$ cat config.mk
export PLATFORM = sky130hd
export DESIGN_NAME = max_rectangle_binary_matrix
export DESIGN_NICKNAME = d
export VERILOG_FILES = /design/src/hw/rtl/mrb_pkg.sv /design/src/hw/rtl/mrb_ram.sv /design/src/hw/rtl/mrb_stack_cell.sv /design/src/hw/rtl/max_rectangle_binary_matrix.sv
export SDC_FILE = /design/constraint.sdc
export NUM_CORES = 2
export LEC_CHECK = 0
export ABC_AREA = 0
export BUFFER_PORTS_ARGS = -buffer_cell sky130_fd_sc_hd__buf_2
export CORE_UTILIZATION = 25
export DETAILED_ROUTE_END_ITERATION = 6
export GPL_TIMING_DRIVEN = 0
export PLACE_DENSITY = 0.42
export SYNTH_ARGS = -nofsm -noshare
export SYNTH_HDL_FRONTEND = slang
export SYNTH_SLANG_ARGS = --single-unit
$ cat constraint.sdc
create_clock -name clk -period 24.3 [get_ports clk]
set_input_delay 0 -clock clk [delete_from_list [all_inputs] [get_ports clk]]
set_output_delay 0 -clock clk [all_outputs]
set_load 0.01 [all_outputs]
$ cat src/hw/rtl/mrb_pkg.sv
// mrb_pkg: shared constants and types for the maximal rectangle block
// no dependencies; used by mrb_stack_cell and max_rectangle_binary_matrix
package mrb_pkg;

  localparam int MAX_COLS_DEF  = 64;
  localparam int MAX_ROWS_DEF  = 64;
  localparam int AREA_W        = 13;
  localparam int AREA_MAX      = 8191;
  localparam int COL_CNT_W     = 7;
  localparam int COL_CNT_RESET = 64;

  // shift control for the stack cell chain
  typedef struct packed {
    logic push;
    logic pop;
  } stk_ctrl_t;

endpackage

$ cat src/hw/rtl/mrb_ram.sv
// mrb_ram: generic single write port, single read port ram with registered read
// no dependencies
module mrb_ram #(
  parameter int WIDTH = 8,
  parameter int DEPTH = 64
) (
  input  logic                     clk,
  input  logic                     we,
  input  logic [$clog2(DEPTH)-1:0] waddr,
  input  logic [WIDTH-1:0]         wdata,
  input  logic [$clog2(DEPTH)-1:0] raddr,
  output logic [WIDTH-1:0]         rdata
);

  logic [WIDTH-1:0] mem [DEPTH];

  // write port and registered read
  always_ff @(posedge clk) begin
    if (we) begin
      mem[waddr] <= wdata;
    end
    rdata <= mem[raddr];
  end

endmodule

$ cat src/hw/rtl/mrb_stack_cell.sv
// mrb_stack_cell: one entry of the shifting index stack
// depends on mrb_pkg for the shift control struct
module mrb_stack_cell #(
  parameter int EW = 13
) (
  input  logic              clk,
  input  mrb_pkg::stk_ctrl_t ctrl,
  input  logic [EW-1:0]     from_up,
  input  logic [EW-1:0]     from_down,
  output logic [EW-1:0]     q
);

  // push moves entries away from the top, pop moves them toward it
  always_ff @(posedge clk) begin
    if (ctrl.push) begin
      q <= from_up;
    end else if (ctrl.pop) begin
      q <= from_down;
    end
  end

endmodule

$ cat src/hw/rtl/max_rectangle_binary_matrix.sv
// max_rectangle_binary_matrix: largest all-ones rectangle of a streamed binary matrix
// depends on mrb_pkg, mrb_ram (column heights) and mrb_stack_cell (stack chain)
// a cell inside a row passes ST_UPD, which writes its height, and returns to ST_IDLE;
//   a row-end cell then scans the row: ST_HREAD reads a height and ST_HSTEP pops the
//   stack chain while its top is not lower, then pushes the bar; after the last column
//   the pops drain the stack, then ST_HDONE and ST_FIN; start is taken only while idle
// reset (rst, synchronous): heights read as zero, best area zero, width register 64
module max_rectangle_binary_matrix #(
  parameter int MAX_COLS = mrb_pkg::MAX_COLS_DEF,
  parameter int MAX_ROWS = mrb_pkg::MAX_ROWS_DEF
) (
  input  logic                         clk,
  input  logic                         rst,
  input  logic                         cfg_wr_en,
  input  logic [mrb_pkg::COL_CNT_W-1:0] cfg_wr_data,
  input  logic                         start,
  input  logic                         cell_req,
  input  logic                         last_in_matrix,
  output logic                         busy,
  output logic                         done,
  output logic [mrb_pkg::AREA_W-1:0]   max_area
);

  localparam int CW = $clog2(MAX_COLS);
  localparam int NW = $clog2(MAX_COLS + 1);
  localparam int HW = $clog2(MAX_ROWS + 1);
  localparam int PW = HW + NW;
  localparam int EW = CW + HW;

  localparam logic [2:0] ST_IDLE  = 3'd0;
  localparam logic [2:0] ST_UPD   = 3'd1;
  localparam logic [2:0] ST_HREAD = 3'd2;
  localparam logic [2:0] ST_HSTEP = 3'd3;
  localparam logic [2:0] ST_HDONE = 3'd4;
  localparam logic [2:0] ST_FIN   = 3'd5;

  logic [2:0]                      state;
  logic [mrb_pkg::COL_CNT_W-1:0]   column_count;
  logic [CW-1:0]                   column_counter;
  logic [CW-1:0]                   col_r;
  logic                            cell_r;
  logic                            last_r;
  logic [NW-1:0]                   n_r;
  logic [NW-1:0]                   i_r;
  logic [MAX_COLS-1:0]             valid;
  logic [NW-1:0]                   sp;
  logic [PW-1:0]                   prod;
  logic                            prod_vld;
  logic [mrb_pkg::AREA_W-1:0]      best;

  logic [NW-1:0]                   width;
  logic [CW-1:0]                   col_calc;
  logic                            accept;
  logic [HW-1:0]                   rdata;
  logic [CW-1:0]                   raddr;
  logic                            ram_we;
  logic [HW-1:0]                   h_old;
  logic [HW-1:0]                   h_new;
  logic                            row_end;
  logic [HW-1:0]                   h_cur;
  logic [EW-1:0]                   cell_q [MAX_COLS];
  logic [EW-1:0]                   push_entry;
  logic [HW-1:0]                   top_h;
  logic [CW-1:0]                   nxt_idx;
  logic [NW-1:0]                   left;
  logic                            do_pop;
  mrb_pkg::stk_ctrl_t              stk_ctrl;
  logic [mrb_pkg::AREA_W-1:0]      area_sat;

  assign busy   = (state != ST_IDLE);
  assign accept = start && !busy;

  // active row width, clamped to 1..MAX_COLS
  always_comb begin
    if (column_count == '0) begin
      width = NW'(1);
    end else if (int'(column_count) > MAX_COLS) begin
      width = NW'(MAX_COLS);
    end else begin
      width = NW'(column_count);
    end
  end

  assign col_calc = (NW'(column_counter) >= width) ? '0 : column_counter;

  // height update for the incoming cell
  assign h_old   = valid[col_r] ? rdata : '0;
  assign h_new   = !cell_r ? '0 :
                   ((int'(h_old) < MAX_ROWS) ? h_old + HW'(1) : h_old);
  assign row_end = ((NW'(col_r) + NW'(1)) >= width) || last_r;
  assign ram_we  = (state == ST_UPD);
  assign raddr   = (state == ST_IDLE) ? col_calc : i_r[CW-1:0];

  mrb_ram #(.WIDTH(HW), .DEPTH(MAX_COLS)) u_heights (
    .clk   (clk),
    .we    (ram_we),
    .waddr (col_r),
    .wdata (h_new),
    .raddr (raddr),
    .rdata (rdata)
  );

  // histogram scan: current bar and stack top
  assign h_cur      = ((i_r < n_r) && valid[i_r[CW-1:0]]) ? rdata : '0;
  assign top_h      = cell_q[0][HW-1:0];
  assign nxt_idx    = cell_q[1][EW-1:HW];
  assign left       = (sp >= NW'(2)) ? NW'(nxt_idx) + NW'(1) : '0;
  assign do_pop     = (state == ST_HSTEP) && (sp != '0) && (top_h >= h_cur);
  assign push_entry = {i_r[CW-1:0], h_cur};

  always_comb begin
    stk_ctrl.pop  = do_pop;
    stk_ctrl.push = (state == ST_HSTEP) && !do_pop && (i_r < n_r);
  end

  // shifting stack chain, top entry in cell 0
  for (genvar k = 0; k < MAX_COLS; k++) begin : g_stack
    logic [EW-1:0] up_d;
    logic [EW-1:0] down_d;
    if (k == 0) begin : g_top
      assign up_d = push_entry;
    end else begin : g_mid
      assign up_d = cell_q[k-1];
    end
    if (k == MAX_COLS - 1) begin : g_bot
      assign down_d = '0;
    end else begin : g_inner
      assign down_d = cell_q[k+1];
    end
    mrb_stack_cell #(.EW(EW)) u_cell (
      .clk       (clk),
      .ctrl      (stk_ctrl),
      .from_up   (up_d),
      .from_down (down_d),
      .q         (cell_q[k])
    );
  end

  // saturate the candidate area
  assign area_sat = (int'(prod) > mrb_pkg::AREA_MAX) ?
                    mrb_pkg::AREA_W'(mrb_pkg::AREA_MAX) : mrb_pkg::AREA_W'(prod);

  // product of a popped bar, registered before the compare
  always_ff @(posedge clk) begin
    if (do_pop) begin
      prod <= PW'(top_h) * PW'(i_r - left);
    end
  end

  // width register
  always_ff @(posedge clk) begin
    if (rst) begin
      column_count <= mrb_pkg::COL_CNT_W'(mrb_pkg::COL_CNT_RESET);
    end else if (cfg_wr_en) begin
      column_count <= cfg_wr_data;
    end
  end

  // transaction latch
  always_ff @(posedge clk) begin
    if (accept) begin
      col_r  <= col_calc;
      cell_r <= cell_req;
      last_r <= last_in_matrix;
    end
  end

  // control sequencer
  always_ff @(posedge clk) begin
    if (rst) begin
      state          <= ST_IDLE;
      column_counter <= '0;
      valid          <= '0;
      sp             <= '0;
      prod_vld       <= 1'b0;
      best           <= '0;
      done           <= 1'b0;
      n_r            <= '0;
      i_r            <= '0;
    end else begin
      done     <= (state == ST_FIN) && last_r;
      prod_vld <= do_pop;
      if (prod_vld && (area_sat > best)) begin
        best <= area_sat;
      end
      case (state)
        ST_IDLE: begin
          if (accept) begin
            state <= ST_UPD;
          end
        end
        ST_UPD: begin
          valid[col_r] <= 1'b1;
          if (row_end) begin
            n_r            <= NW'(col_r) + NW'(1);
            i_r            <= '0;
            column_counter <= '0;
            state          <= ST_HREAD;
          end else begin
            column_counter <= col_r + CW'(1);
            state          <= ST_IDLE;
          end
        end
        ST_HREAD: begin
          state <= ST_HSTEP;
        end
        ST_HSTEP: begin
          if (do_pop) begin
            sp <= sp - NW'(1);
          end else if (i_r < n_r) begin
            sp    <= sp + NW'(1);
            i_r   <= i_r + NW'(1);
            state <= ST_HREAD;
          end else begin
            state <= ST_HDONE;
          end
        end
        ST_HDONE: begin
          sp    <= '0;
          state <= ST_FIN;
        end
        ST_FIN: begin
          if (last_r) begin
            max_area       <= best;
            best           <= '0;
            valid          <= '0;
            column_counter <= '0;
          end
          state <= ST_IDLE;
        end
        default: begin
          state <= ST_IDLE;
        end
      endcase
    end
  end

  // the result is shown only once the block is idle again
  a_done_idle: assert property (@(posedge clk) disable iff (rst) done |-> !busy)
    else $error("result strobe while busy");

  // the stack never holds more than a row
  a_sp_bound: assert property (@(posedge clk) disable iff (rst) int'(sp) <= MAX_COLS)
    else $error("stack overflow");

  // a pop needs a non-empty stack and shrinks it by one
  a_pop_sp: assert property (@(posedge clk) disable iff (rst)
    do_pop |=> (sp == $past(sp) - NW'(1)))
    else $error("pop did not shrink stack");

  // the stack is empty whenever a new transaction may start
  a_sp_idle: assert property (@(posedge clk) disable iff (rst)
    (state == ST_IDLE) |-> (sp == '0))
    else $error("stack not empty at idle");

endmodule

==> impl_metrics.ini <==
[timing]
tns_ps = 0
finalSetupViolCount = 0
rsz0062_at_grt = false
drv_slew = 0
finalWorstSetupSlack_ps = 15840
max_freq_ghz = 0.118
finalCritPeriodShare_pct = 34.8
slew_headroom_pct = 2.58
period_minus_slack_ps = 8460
skew_ps = 45.1
worst_pin_slew_ps = 1460
finalHoldViolations = 0

[setup_path]
worstPathRequired_ps = 24730
cp_num_cells = 21
crit_buf_inv = 8
cp-start-kind = flop
r2r_slack_ps = 15840
crit_type = flop to flop
crit_fanout = 125
slowest_delay_ps = 830
cp.arrival_ps = 8900
crit_family = buffers and inverters
regToRegEndpoint = g_stack[36].u_cell.q[11]
timing.rr.start = i_r[1]
rr_worst_depth = 21
path_cells = clkbuf_1 > clkbuf_1 > mux4_2 > mux4_2 > mux4_2 > nor2b_4 > and2_1 > ha_1 > nand2b_1 > a21o_1 > a21o_1 > a21oi_1 > o21ai_0 > o211ai_1 > inv_1 > nor2_1 > clkbuf_1 > inv_8 > buf_16 > buf_16 > buf_16
startpoint = i_r[1]
crit_path_end_kind = flop
crit_path_end = g_stack[36].u_cell.q[11]
critPathSlowestCell = inv_1

[placed_design]
place_ws_ps = 15710
hpwl_um = 120000
place.gp.congestion = 0.835
io_buffers = 25

[layout]
areaGrowthSynthToFinish_pct = 16.6
drive_above_1_share_pct = 6.08
fillCellCount = 26000
nets = 6174
mostFrequentLayoutCell = nand2_1
final_cell_mix = 2816 x nand2_1, 1315 x edfxtp_1, 305 x clkbuf_1

[yosys]
synth_top_area_share_pct = 63.1
synthFlopType = edfxtp_1
synth_area_leaders = edfxtp_1 63%, nand2_1 17%, dfxtp_1 3.9%
synth_enable_flop_cells = 1315
synth_cells = 5801
synth.distinct_cells = 67
synth-seq-area-share_pct = 67.0
yosys.area.top_type = edfxtp_1
synth_nets = 5938
syn_area_per_cell_um2 = 10.8
synthesis.area_um2 = 62600
async_flop_share_pct = 0
synth-seq-cells = 1438
yosys_warnings = 0

[drt]
drcViolationCount = 0
wl_per_cell_um = 18.0
drt_iter0_drc = 2977
drt-total-wl_um = 171000
viasPerCell = 4.40
first_pass_iters = 6
vias = 41800
detail-route-antenna-nets = 0

[cts]
cts_max_level = 4
cts_tree = built
ctsRootBufferMaster = clkbuf_16
cts.clk_slew.worst_paths_ps = 60
clk_latency_ps = 810
clockBufferDepth = 3
clock-sinks = 1438
cts_resized = 0
cts_buffers = 166

[global_route]
antenna_found_initial = 8
grt_use_total_pct = 13.5
grt_max_degree = 126
gr-total-overflow = 0
grt_pass1_vias = 42900
grt_pass1_wl_um = 263000

[pwr]
ir_worst_vdd_mv = 0.0602
power_leakage_nw = 27.8
power.density_nw_per_um2 = 75.0

[hold_path]
min_path_type = primary input to flop
worstHoldStart = cell_req

[outcome]
status = complete, no violations

[floorplanning]
fp.coreArea_um2 = 249000
fp.dieH_um = 502
dieArea_um2 = 252000
num_rows = 183
ios = 28
fp.dieW_um = 502
start_util_pct = 25.2

[flow_run]
maxCapViolCount = 0
[through the flow]
step	power (mW)	utilization, %	hold WS [ps]	area (um^2)	instances
CTS	5.55	29.3	63.5	73000	9500
global route	5.66	29.3	53.1	73000	9501
global placement	3.04	26.9	193	66900	9156
finish	5.47	29.3	80.1	73000	9502
detailed placement	3.02	27.1	198	67300	9173
floorplan	2.93	-	98.9	62600	5801
[synthesized netlist by cell type (all sizes together), types with 12 or more instances]
cell    number
a21oi       43
and3        16
a21o        18
ha          91
and2        43
nand3      127
a31oi       17
inv        105
fa          33
o21ai       38
nor2       268
edfxtp    1315
nand2     2816
mux2i       99
a22oi       14
xnor2       23
a32oi       54
dfxtp      123
nor3        12
mux4        25
nand4       42
or2         16
buf         43
clkbuf     261
nor2b       22
[cell families (layout without fill, tap and decap cells)]
logic type | after synthesis | count (layout) | share of synthesized area, %
AO/OA/AOI/OAI | 271 | 271 | 3.13
XOR/XNOR | 32 | 32 | 0.448
adder cells (fa/ha/maj) | 124 | 124 | 2.87
buffers and inverters | 409 | 778 | 2.52
flip-flops | 1438 | 1438 | 67.0
multiplexers | 132 | 132 | 2.63
other | 0 | 2 | 0
AND/OR/NAND/NOR | 3395 | 3395 | 21.4
[how the worst min path moves through the flow]
stage,endpoint,slack [ps],cells past startpoint
floorplan,cell_r,100,0
global placement,cell_r,190,1
detailed placement,cell_r,200,1
CTS,cell_r,60,2
global route,cell_r,50,2
finish,cell_r,80,2
[layer usage]
metal  up-vias  track usage, %  wire length [um]
met5         -               0                13
met2       763            21.6             77700
met1     20700            18.7             81500
li1      20100               -                 -
met3       261            2.26              7300
met4         2            4.09              4460
[state kept, by name (all words and copies together), names as in the netlist, 13 cells and up]
name / cells
valid: 64
best: 13
u_heights.mem: 448
max_area: 13
g_stack.u_cell.q: 832
prod: 14
[worst register-to-register path: stages, from the launching register on]
cell,delay (ps)
dfxtp_1,500
clkbuf_1,520
clkbuf_1,550
mux4_2,410
mux4_2,500
mux4_2,530
nor2b_4,180
and2_1,250
ha_1,280
nand2b_1,90
a21o_1,120
a21o_1,130
a21oi_1,60
o21ai_0,160
o211ai_1,120
inv_1,830
nor2_1,250
clkbuf_1,340
inv_8,610
buf_16,440
buf_16,510
buf_16,490
[power by group]
| group | switching, mW | total [mW] | internal [mW] |
|---|---|---|---|
| Combinational | 0.180 | 0.250 | 0.0693 |
| Sequential | 0.0150 | 2.73 | 2.71 |
| Clock | 1.05 | 2.50 | 1.45 |
| Total | 1.25 | 5.47 | 4.23 |
[repair_timing]
action	4_1_cts	5_1_grt
hold endpoints to repair	47	0
endpoints found under the setup margin	0	0
buffers inserted	0	0
hold buffers	26	0
[layout make-up]
type	instances	area (um^2)	area share [%]
flip-flops and latches	1438	42000	57.5
repair buffers	68	752	1.03
well taps	3330	4170	5.71
plain buffers	304	1180	1.62
clock buffers	235	4700	6.44
inverters	105	402	0.550
multi-input cells	3954	19100	26.2
clock inverters	66	689	0.945
diodes	2	5.00	0.00686
(Power assumes the default switching activity.)
